File: config.mk
export PLATFORM = sky130hd
export DESIGN_NAME = pl0_ctrl
export DESIGN_NICKNAME = d
export VERILOG_FILES = /design/src/rtl/pl0_pkg.sv /design/src/rtl/pl0_ctrl.sv
export SDC_FILE = /design/constraint.sdc
export NUM_CORES = 1
export LEC_CHECK = 0
export BUFFER_PORTS_ARGS = -buffer_cell sky130_fd_sc_hd__buf_2
export CAP_MARGIN = 20
export CORE_UTILIZATION = 36
export DETAILED_ROUTE_END_ITERATION = 8
export PLACE_DENSITY = 0.58
export SLEW_MARGIN = 20
export SYNTH_ARGS = -nofsm -noshare
export SYNTH_HDL_FRONTEND = slang
export SYNTH_SLANG_ARGS = --single-unit
File: constraint.sdc
create_clock -name clk_i -period 4.11 [get_ports clk_i]
set_clock_uncertainty 0.15 [all_clocks]
set_input_delay 0.2055 -clock clk_i [delete_from_list [all_inputs] [get_ports clk_i]]
set_output_delay 0.2055 -clock clk_i [all_outputs]
set_load 0.01 [all_outputs]
File: src/rtl/pl0_pkg.sv
// pl0_pkg: shared types and constants for the p-code stack machine
// used by pl0_ctrl, pl0_dp and pl0_pcode_stack_machine
package pl0_pkg;

  localparam int unsigned StackDepth = 1024;
  localparam int unsigned StackAw    = $clog2(StackDepth);
  localparam int unsigned TopW       = StackAw + 1;
  localparam int unsigned CodeDepth  = 1024;
  localparam int unsigned PcW        = $clog2(CodeDepth);
  localparam int unsigned MaxLevel   = 15;
  localparam int unsigned LevW       = 4;

  localparam logic [2:0] FnLit  = 3'd0;
  localparam logic [2:0] FnLod  = 3'd1;
  localparam logic [2:0] FnSto  = 3'd2;
  localparam logic [2:0] FnCal  = 3'd3;
  localparam logic [2:0] FnInt  = 3'd4;
  localparam logic [2:0] FnJmp  = 3'd5;
  localparam logic [2:0] FnJpc  = 3'd6;
  localparam logic [2:0] FnOpr  = 3'd7;

  localparam logic [31:0] OpRet = 32'd0;
  localparam logic [31:0] OpNeg = 32'd1;
  localparam logic [31:0] OpAdd = 32'd2;
  localparam logic [31:0] OpSub = 32'd3;
  localparam logic [31:0] OpMul = 32'd4;
  localparam logic [31:0] OpDiv = 32'd5;
  localparam logic [31:0] OpEq  = 32'd6;
  localparam logic [31:0] OpNe  = 32'd7;
  localparam logic [31:0] OpLt  = 32'd8;
  localparam logic [31:0] OpGe  = 32'd9;
  localparam logic [31:0] OpGt  = 32'd10;
  localparam logic [31:0] OpLe  = 32'd11;
  localparam logic [31:0] OpWrt = 32'd12;
  localparam logic [31:0] OpNl  = 32'd13;
  localparam logic [31:0] OpRd  = 32'd14;

  localparam logic [1:0] StOk    = 2'd0;
  localparam logic [1:0] StBadOp = 2'd1;
  localparam logic [1:0] StStack = 2'd2;
  localparam logic [1:0] StDiv0  = 2'd3;

  localparam logic [1:0] PkNone  = 2'd0;
  localparam logic [1:0] PkValue = 2'd1;
  localparam logic [1:0] PkNl    = 2'd2;

  typedef struct packed {
    logic [2:0]         op_function;
    logic [3:0]         op_level;
    logic signed [31:0] op_argument;
    logic signed [31:0] read_value;
  } in_item_t;

  typedef struct packed {
    logic [9:0]         next_pc;
    logic [1:0]         print_kind;
    logic signed [31:0] print_value;
    logic               halted;
    logic [1:0]         status;
  } out_item_t;

  // datapath memory port / unit selects
  typedef enum logic [2:0] {
    RaTopM1 = 3'd0,  // t-1
    RaTopM2 = 3'd1,  // t-2
    RaWalk  = 3'd2,  // walk base
    RaAddr  = 3'd3,  // arg + walk base
    RaBase1 = 3'd4,  // base+1
    RaBase2 = 3'd5,  // base+2
    RaBase0 = 3'd6   // memory clear pointer
  } raddr_sel_e;

  typedef enum logic [2:0] {
    WdArg   = 3'd0,
    WdRdat  = 3'd1,
    WdWalk  = 3'd2,
    WdBase  = 3'd3,
    WdPc    = 3'd4,
    WdAlu   = 3'd5,
    WdRead  = 3'd6,
    WdZero  = 3'd7
  } wdata_sel_e;

  typedef enum logic [2:0] {
    WaTop   = 3'd0,
    WaTopP1 = 3'd1,
    WaTopP2 = 3'd2,
    WaTopM1 = 3'd3,
    WaTopM2 = 3'd4,
    WaAddr  = 3'd5,
    WaClr   = 3'd6
  } waddr_sel_e;

  typedef struct packed {
    logic       load_instr;
    logic       pc_inc;
    logic       rd_en;
    raddr_sel_e rsel;
    logic       wr_en;
    waddr_sel_e wsel;
    wdata_sel_e dsel;
    logic       cap_y;      // rdat -> y
    logic       cap_x;      // rdat -> x
    logic       walk_init;
    logic       walk_hop;   // rdat -> walk base
    logic       top_inc;
    logic       top_dec;
    logic       top_alloc;
    logic       top_to_base;
    logic       call_frame; // base <- t, pc <- arg
    logic       pc_jump;
    logic       ret_base;   // base <- rdat
    logic       ret_pc;     // pc <- rdat
    logic       alu_start;
    logic       clr_step;
  } dp_cmd_t;

  typedef struct packed {
    logic [2:0]  fn;
    logic [31:0] arg;
    logic [TopW-1:0] top;
    logic        rdat_zero;
    logic        alu_done;
    logic        div0;
    logic        clr_last;
    logic        alloc_bad;
  } dp_stat_t;

endpackage

File: src/rtl/pl0_ctrl.sv
// pl0_ctrl: sequencer for the stack machine; drives pl0_dp commands
// and the input/output handshakes; uses pl0_pkg
module pl0_ctrl (
  input  logic              clk_i,
  input  logic              rst_ni,
  input  logic              in_valid_i,
  output logic              in_ready_o,
  input  logic [3:0]        in_level_i,
  input  logic [2:0]        in_fn_i,
  output logic              out_valid_o,
  input  logic              out_ready_i,
  output pl0_pkg::out_item_t out_o,
  output pl0_pkg::dp_cmd_t  cmd_o,
  input  pl0_pkg::dp_stat_t stat_i,
  input  logic [31:0]       rdat_i,
  input  logic [9:0]        pc_i
);

  typedef enum logic [9:0] {
    SClr  = 10'b0000000001,
    SIdle = 10'b0000000010,
    SDec  = 10'b0000000100,
    SWalk = 10'b0000001000,
    SAct  = 10'b0000010000,
    SRd1  = 10'b0000100000,
    SRd2  = 10'b0001000000,
    SAlu  = 10'b0010000000,
    SFin  = 10'b0100000000,
    SOut  = 10'b1000000000
  } state_e;

  localparam int unsigned Tw = pl0_pkg::TopW;
  localparam logic [Tw-1:0] Depth = Tw'(pl0_pkg::StackDepth);

  state_e state_q, state_d;
  logic [3:0] hops_q, hops_d;
  logic [1:0] kind_q, kind_d, st_q, st_d;
  logic [31:0] pval_q, pval_d;
  logic [1:0] ph_q, ph_d;
  logic out_v_q, out_v_d;
  pl0_pkg::out_item_t res_q, res_d;

  logic [2:0]  fn;
  logic [31:0] arg;
  logic [Tw-1:0] t;
  logic arith, need1, need2, full;

  assign fn  = stat_i.fn;
  assign arg = stat_i.arg;
  assign t   = stat_i.top;
  assign arith = (arg >= pl0_pkg::OpAdd) && (arg <= pl0_pkg::OpLe);
  assign need1 = (t == '0) || (t > Depth);
  assign need2 = (t < Tw'(2)) || (t > Depth);
  assign full  = (t >= Depth);

  assign in_ready_o  = (state_q == SIdle) && !out_v_q;
  assign out_valid_o = out_v_q;
  assign out_o       = res_q;

  always_comb begin
    state_d = state_q;
    hops_d  = hops_q;
    kind_d  = kind_q;
    st_d    = st_q;
    pval_d  = pval_q;
    ph_d    = ph_q;
    out_v_d = out_v_q;
    res_d   = res_q;
    cmd_o   = '0;
    if (out_v_q && out_ready_i) out_v_d = 1'b0;
    case (state_q)
      SClr: begin
        cmd_o.wr_en = 1'b1;
        cmd_o.wsel  = pl0_pkg::WaClr;
        cmd_o.dsel  = pl0_pkg::WdZero;
        cmd_o.clr_step = 1'b1;
        if (stat_i.clr_last) state_d = SIdle;
      end
      SIdle: begin
        if (in_valid_i && !out_v_q) begin
          cmd_o.load_instr = 1'b1;
          cmd_o.pc_inc     = 1'b1;
          cmd_o.walk_init  = 1'b1;
          hops_d = (in_level_i > 4'(pl0_pkg::MaxLevel)) ? 4'(pl0_pkg::MaxLevel) : in_level_i;
          if (!(in_fn_i == pl0_pkg::FnLod || in_fn_i == pl0_pkg::FnSto ||
                in_fn_i == pl0_pkg::FnCal)) hops_d = 4'd0;
          kind_d = pl0_pkg::PkNone;
          st_d   = pl0_pkg::StOk;
          pval_d = 32'd0;
          ph_d   = 2'd0;
          state_d = SDec;
        end
      end
      SDec: begin
        // issue link read for the walk while hops remain, else go act
        if (hops_q != 4'd0) begin
          cmd_o.rd_en = 1'b1;
          cmd_o.rsel  = pl0_pkg::RaWalk;
          state_d = SWalk;
        end else begin
          state_d = SAct;
        end
      end
      SWalk: begin
        cmd_o.walk_hop = 1'b1;
        hops_d = hops_q - 4'd1;
        state_d = SDec;
      end
      SAct: begin
        state_d = SFin;
        case (fn)
          pl0_pkg::FnLit: begin
            if (full) st_d = pl0_pkg::StStack;
            else begin
              cmd_o.wr_en = 1'b1; cmd_o.wsel = pl0_pkg::WaTop;
              cmd_o.dsel = pl0_pkg::WdArg; cmd_o.top_inc = 1'b1;
            end
          end
          pl0_pkg::FnLod: begin
            if (full) st_d = pl0_pkg::StStack;
            else begin
              cmd_o.rd_en = 1'b1; cmd_o.rsel = pl0_pkg::RaAddr;
              state_d = SRd1;
            end
          end
          pl0_pkg::FnSto: begin
            if (need1) st_d = pl0_pkg::StStack;
            else begin
              cmd_o.rd_en = 1'b1; cmd_o.rsel = pl0_pkg::RaTopM1;
              state_d = SRd1;
            end
          end
          pl0_pkg::FnCal: begin
            if (t + Tw'(2) >= Depth) st_d = pl0_pkg::StStack;
            else begin
              // three link words, one per cycle
              cmd_o.wr_en = 1'b1;
              case (ph_q)
                2'd0: begin
                  cmd_o.wsel = pl0_pkg::WaTop; cmd_o.dsel = pl0_pkg::WdWalk;
                  ph_d = 2'd1; state_d = SAct;
                end
                2'd1: begin
                  cmd_o.wsel = pl0_pkg::WaTopP1; cmd_o.dsel = pl0_pkg::WdBase;
                  ph_d = 2'd2; state_d = SAct;
                end
                default: begin
                  cmd_o.wsel = pl0_pkg::WaTopP2; cmd_o.dsel = pl0_pkg::WdPc;
                  cmd_o.call_frame = 1'b1;
                end
              endcase
            end
          end
          pl0_pkg::FnInt: begin
            if (stat_i.alloc_bad) st_d = pl0_pkg::StStack;
            else cmd_o.top_alloc = 1'b1;
          end
          pl0_pkg::FnJmp: cmd_o.pc_jump = 1'b1;
          pl0_pkg::FnJpc: begin
            if (need1) st_d = pl0_pkg::StStack;
            else begin
              cmd_o.rd_en = 1'b1; cmd_o.rsel = pl0_pkg::RaTopM1;
              state_d = SRd1;
            end
          end
          default: begin
            if (arg == pl0_pkg::OpRet) begin
              cmd_o.rd_en = 1'b1; cmd_o.rsel = pl0_pkg::RaBase1;
              state_d = SRd1;
            end else if (arg == pl0_pkg::OpNeg || arg == pl0_pkg::OpWrt) begin
              if (need1) st_d = pl0_pkg::StStack;
              else begin
                cmd_o.rd_en = 1'b1; cmd_o.rsel = pl0_pkg::RaTopM1;
                state_d = SRd1;
              end
            end else if (arith) begin
              if (need2) st_d = pl0_pkg::StStack;
              else begin
                cmd_o.rd_en = 1'b1; cmd_o.rsel = pl0_pkg::RaTopM1;
                state_d = SRd1;
              end
            end else if (arg == pl0_pkg::OpNl) begin
              kind_d = pl0_pkg::PkNl;
            end else if (arg == pl0_pkg::OpRd) begin
              if (full) st_d = pl0_pkg::StStack;
              else begin
                cmd_o.wr_en = 1'b1; cmd_o.wsel = pl0_pkg::WaTop;
                cmd_o.dsel = pl0_pkg::WdRead; cmd_o.top_inc = 1'b1;
              end
            end else begin
              st_d = pl0_pkg::StBadOp;
            end
          end
        endcase
      end
      SRd1: begin
        state_d = SFin;
        case (fn)
          pl0_pkg::FnLod: begin
            cmd_o.wr_en = 1'b1; cmd_o.wsel = pl0_pkg::WaTop;
            cmd_o.dsel = pl0_pkg::WdRdat; cmd_o.top_inc = 1'b1;
          end
          pl0_pkg::FnSto: begin
            cmd_o.wr_en = 1'b1; cmd_o.wsel = pl0_pkg::WaAddr;
            cmd_o.dsel = pl0_pkg::WdRdat; cmd_o.top_dec = 1'b1;
          end
          pl0_pkg::FnJpc: begin
            if (stat_i.rdat_zero) cmd_o.pc_jump = 1'b1;
          end
          default: begin
            if (arg == pl0_pkg::OpRet) begin
              // rdat = old base+1 word; fetch return address next
              // base+2 address and top still see the old base this cycle
              cmd_o.cap_x = 1'b1;
              cmd_o.ret_base = 1'b1;
              cmd_o.rd_en = 1'b1; cmd_o.rsel = pl0_pkg::RaBase2;
              cmd_o.top_to_base = 1'b1;
              state_d = SRd2;
            end else if (arg == pl0_pkg::OpWrt) begin
              kind_d = pl0_pkg::PkValue;
              pval_d = rdat_i;
            end else if (arg == pl0_pkg::OpNeg) begin
              cmd_o.cap_y = 1'b1;
              cmd_o.cap_x = 1'b1;
              state_d = SAlu;
              ph_d = 2'd0;
            end else begin
              cmd_o.cap_y = 1'b1;
              cmd_o.rd_en = 1'b1; cmd_o.rsel = pl0_pkg::RaTopM2;
              state_d = SRd2;
            end
          end
        endcase
      end
      SRd2: begin
        if (fn == pl0_pkg::FnOpr && arg == pl0_pkg::OpRet) begin
          cmd_o.ret_pc = 1'b1;
          state_d = SAlu;
          ph_d = 2'd3;
        end else begin
          cmd_o.cap_x = 1'b1;
          state_d = SAlu;
          ph_d = 2'd0;
        end
      end
      SAlu: begin
        if (ph_q == 2'd3) begin
          // return is complete, base and pc already restored
          state_d = SFin;
        end else if (ph_q == 2'd0) begin
          cmd_o.alu_start = 1'b1;
          ph_d = 2'd1;
        end else if (stat_i.alu_done) begin
          cmd_o.wr_en = 1'b1;
          cmd_o.dsel  = pl0_pkg::WdAlu;
          if (arg == pl0_pkg::OpNeg) cmd_o.wsel = pl0_pkg::WaTopM1;
          else begin
            cmd_o.wsel = pl0_pkg::WaTopM2;
            cmd_o.top_dec = 1'b1;
            if (arg == pl0_pkg::OpDiv && stat_i.div0) st_d = pl0_pkg::StDiv0;
          end
          state_d = SFin;
        end
      end
      SFin: begin
        state_d = SOut;
      end
      SOut: begin
        res_d.next_pc     = pc_i;
        res_d.print_kind  = kind_q;
        res_d.print_value = pval_q;
        res_d.halted      = (pc_i == 10'd0);
        res_d.status      = st_q;
        out_v_d = 1'b1;
        state_d = SIdle;
      end
      default: state_d = SIdle;
    endcase
  end

  always_ff @(posedge clk_i or negedge rst_ni) begin
    if (!rst_ni) begin
      state_q <= SClr;
      out_v_q <= 1'b0;
      hops_q  <= '0;
      ph_q    <= '0;
    end else begin
      state_q <= state_d;
      out_v_q <= out_v_d;
      hops_q  <= hops_d;
      ph_q    <= ph_d;
    end
  end

  always_ff @(posedge clk_i) begin
    kind_q <= kind_d;
    st_q   <= st_d;
    pval_q <= pval_d;
    res_q  <= res_d;
  end

endmodule

## Word level (Yosys, flattened, before mapping)

Index checks and enable logic that the tools add are counted.

- $add $sub $neg: 2
- Multipliers: 0
- Div/mod/pow operators: 0
- Order comparisons: 7
- Eq/ne operators: 56
- Shifts and indexed selects: 0
- Muxes and demuxes: 146
- Bitwise operators: 0
- Reduce and logical (&&, ||, !) cells: 39

Operators with widths:

| operator | number |
|---|---|
| 32-bit two-way mux | 4 |
| 10-bit two-way mux | 10 |
| 32-bit by 4-bit == test with 1-bit output, second input constant | 3 |
| 10-bit case mux with 9 select lines | 1 |
| 7-bit two-way mux | 11 |
| 2-bit two-way mux | 37 |
| 32-bit case mux with 2 select lines | 1 |
| 4-bit two-way mux | 14 |
| 9-bit two-way mux | 6 |
| 1-bit two-way mux | 41 |
| 10-bit case mux with 4 select lines | 1 |
| 2-bit inequality test, second input constant | 19 |
| 32-bit by 1-bit == test with 1-bit output, second input constant | 1 |
| 32-bit by 3-bit == test with 1-bit output, second input constant | 1 |
| 32-bit by 2-bit >= comparator with 1-bit output, second input constant | 1 |
| 32-bit by 4-bit less-or-equal comparator with 1-bit output, second input constant | 1 |
| 32-bit logical NOT | 1 |
| 7-bit case mux with 4 select lines | 1 |
| 4-bit case mux with 3 select lines | 2 |
| 11-bit >= comparator, second input constant | 2 |
| 7-bit case mux with 3 select lines | 1 |
| 2-bit case mux with 5 select lines | 2 |
| 8-bit by 6-bit inequality test with 1-bit output, second input constant | 2 |
| 7-bit case mux with 2 select lines | 1 |
| 55 further kinds | 86 |

- Register bits after elaboration: 100
- Bits in latches: 0
- Bits in writable memories: 0
- Bits in read-only memories: 0
- Input bits: 104
- Output and inout port bits: 76
- Logic and storage cells: 262
- Memories kept: 0

## Depth between registers and ports, before layout

- Word-level depth: 9
- Gate-level depth with buffers: 10
- Depth with buffers taken out: 8

## Worst setup path after synthesis

Ideal clock, no wire load.

- Path type: register to register
- From: reg state_q[3]
- To: reg pval_q[0], enable pin
- Setup time: 0.425 ns
- Data arrival time: 3.226 ns
- Path slack: 0.309 ns
- Cell stages (with the launch flop): 10
- Path buffers: 3
- Clock period less this slack: 3.801 ns
- Path through: dfrtp_1 buf_6 nor4_4 nand2_4 or4_1 buf_6 clkinv_4 buf_4 a21oi_1 nor2b_1

- Longest elaborated chain between the ends: 3
- Elaborated cells on any way between the ends: 8

RTL lines:

| element | RTL line | text |
|---|---|---|
| start: declaration | pl0_ctrl.sv:35 | `state_e state_q, state_d;` |
| start signal: assignment | pl0_ctrl.sv:283 | `state_q <= SClr;` |
| start signal: assignment | pl0_ctrl.sv:288 | `state_q <= state_d;` |
| 10-bit by 6-bit == test with 1-bit output / 10-bit by 2-bit == test with 1-bit output (equally long branches) | pl0_ctrl.sv:71 | `case (state_q)` |
| 2-bit inequality test (no line), or another cell as far along | - |  |
| 5-bit AND reduction (no line) * | - |  |
| end signal: assignment | pl0_ctrl.sv:298 | `pval_q <= pval_d;` |
| end: declaration | pl0_ctrl.sv:38 | `logic [31:0] pval_q, pval_d;` |

Every way passes the cells marked *; elsewhere a longest branch is shown, timed or not.
A chain may end at the register's enable or synchronous reset.

==> results.json <==
{
  "outcome": "finished clean",
  "drv_cap": 0,
  "post-route-drc-count": 0,
  "ys_seq_area_share_pct": 59.2,
  "synth-main-ff-cell": "edfxtp_1",
  "drive_above_1_share_pct": 34.3,
  "synth_edf_count": 83,
  "io_pins": 180,
  "wl_per_cell_um": 15.0,
  "grt_max_degree": 49,
  "yosysMostFrequentCell": "edfxtp_1",
  "dp_slack_ns": 1.02,
  "ys_warn_count": 0,
  "postCtsSetupBuffers": 0,
  "layout_min_cycle_time_ns": 3.32,
  "hp-class": "input pin to flip-flop",
  "synth_area_per_cell_um2": 11.7,
  "cts_inserted_buffers": 9,
  "p_leak_uw": 0.00281,
  "antenna_left": 0,
  "start_util_pct": 37.1,
  "grt_pass1_vias": 3949,
  "synthTopCellsByArea": "edfxtp_1 (51%), dfrtp_1 (8.1%), and2_1 (4.3%)",
  "slew_headroom_pct": 56.1,
  "hp-start": "rdat_i[1]",
  "place_area_mm2": 0.00591,
  "holdPathStages": 2,
  "powerDensity_mw_per_mm2": 446,
  "routed_wl_um": 12200,
  "cts_hold_buffers": 44,
  "cts_resized": 0,
  "root_buffer": "clkbuf_16",
  "dpl.hpwl_um": 8960,
  "crit_type": "flip-flop to primary output",
  "die_x_um": 119,
  "fin_tns_setup_ns": 0,
  "antenna_found_initial": 0,
  "antenna_cells": 0,
  "synth_area_leader_cell": "edfxtp_1",
  "cp_data_required_time_ns": 3.75,
  "drt_iter0_markers": 294,
  "crit_family": "simple AND/OR/NAND/NOR gates",
  "rr_startpoint": "state_q[2]",
  "cts_max_level": 3,
  "firstDrtPassIters": 5,
  "slowest_stage": "or4_1",
  "async_flop_share_pct": 17.0,
  "post-route-period-util_pct": 80.7,
  "startpoint_type": "flip-flop",
  "dieArea_mm2": 0.0142,
  "cts_tree": "done",
  "path_max_fanout": 39,
  "crit_arrival_ns": 2.96,
  "ys_ff_latch": 100,
  "synth_top_area_share_pct": 50.5,
  "syn_nets": 526,
  "slowest_delay_ns": 0.69,
  "row_count": 42,
  "fillCellCount": 1194,
  "fin_ws_ns": 0.794,
  "yosysUniqueCellTypes": 73,
  "clk_latency_ns": 0.35,
  "fin_area_mm2": 0.00663,
  "grt_pass1_wl_um": 19500,
  "timing.final.max_slew_violations": 0,
  "numClockSinks": 100,
  "synth_cells": 421,
  "reg2reg_to": "pval_q[28]",
  "rrSetupSlack_ns": 1.03,
  "clock.fmax_ghz": 0.302,
  "grt_overflow": 0,
  "syn_area_mm2": 0.00493,
  "hold_viol_final": 0,
  "worst-path-buf-inv": 2,
  "die_y_um": 119,
  "ir_drop_v": 0.000258,
  "finalSetupViolCount": 0,
  "synth_commonest_cells": "edfxtp_1 (83), and2_1 (34), nand2_1 (31)",
  "cts_buffer_depth": 2,
  "crit_path_end_kind": "primary output",
  "portBuffers": 179,
  "crit_cells": 8,
  "via_per_inst": 5.08,
  "gp_congestion": 0.884,
  "path_cells": "nor4_4, nand2_4, or4_1, clkinv_4, nand2_1, nor2_1, or3b_1, buf_2",
  "worst_pin_slew_ns": 0.658,
  "rsz0062_at_grt": "false",
  "synthToLayoutAreaGrowth_pct": 34.4,
  "vias": 4118,
  "clk_pin_slew_ns": 0.07,
  "nets": 735,
  "track_usage_pct": 17.8,
  "core-area_mm2": 0.0133,
  "rr_worst_depth": 7,
  "holdPathEnd": "pval_q[1]"
}
-- metal layers --
metal / global-route usage [%] / up-vias / wire (um)
met5: 0 / - / 0
met2: 29.0 / 202 / 5680
li1: - / 1996 / -
met3: 3.74 / 17 / 896
met4: 6.65 / 0 / 183
met1: 23.2 / 1903 / 5430
-- worst max-delay path by stage --
stage	from	slack, ns	end
final	state_q[2]	0.79	cmd_o[24]
after detailed placement	state_q[3]	1.02	pval_q[3]
after global placement	state_q[2]	1.07	pval_q[8]
after CTS	state_q[2]	0.77	cmd_o[24]
after floorplan	state_q[3]	0.31	pval_q[0]
after global routing	state_q[2]	0.59	cmd_o[24]
-- stage by stage --
stage	hold slack (ns)	power [uW]	cells	utilization [%]
4_1_cts	0.0100	2990	811	49.9
5_1_grt	0.0195	3130	811	49.9
3_3_place_gp	0.00779	2170	751	44.5
3_5_place_dp	0.00457	2170	751	44.5
6_report	0.0193	2960	811	49.9
2_1_floorplan	-0.240	1960	421	-
-- sequential cells by signal, summed over array words and instances, names as in the netlist --
name,cells
out_o,47
state_q,10
hops_q,4
pval_q,32
st_q,2
out_valid_o,1
kind_q,2
ph_q,2
-- cells in the final DEF (no fill, tap or decap), drive strengths merged, types with 12 or more instances in the layout --
cell / netlist / layout
a21oi: 16 / 16
and2: 34 / 34
buf: 17 / 181
dfrtp: 16 / 16
dlygate4sd3: 0 / 44
edfxtp: 83 / 83
inv: 14 / 16
nand2: 32 / 32
nor2: 30 / 30
nor3: 16 / 16
nor4: 17 / 17
o21ai: 12 / 12
-- area by class of cell --
cell class	count	area [um2]	share of cell area [%]
inverter	16	65.1	0.981
timing repair buffer	225	1350	20.4
tap	176	220	3.32
multi-input combinational	278	1800	27.1
sequential	100	2920	44.0
clock inverter	6	47.5	0.717
clock buffer	10	229	3.45
-- power breakdown --
| part | switching, uW | leakage (uW) | total [uW] | internal, uW |
|---|---|---|---|---|
| clock | 365 | 0.000127 | 780 | 415 |
| combinational | 391 | 0.00168 | 666 | 274 |
| sequential | 99.3 | 0.00101 | 1510 | 1410 |
-- logic make-up (layout without fill, tap and decap cells) --
kind of cell,after synthesis,count (layout),synth area share [%]
AND/OR/NAND/NOR,190,190,22.4
flip-flops,100,100,59.2
AO/OA/AOI/OAI,75,75,11.3
buffers and inverters,43,257,4.59
XOR/XNOR,7,7,1.24
multiplexers,4,4,0.887
adder cells (fa/ha/maj),2,2,0.456
(Power assumes the default switching activity.)
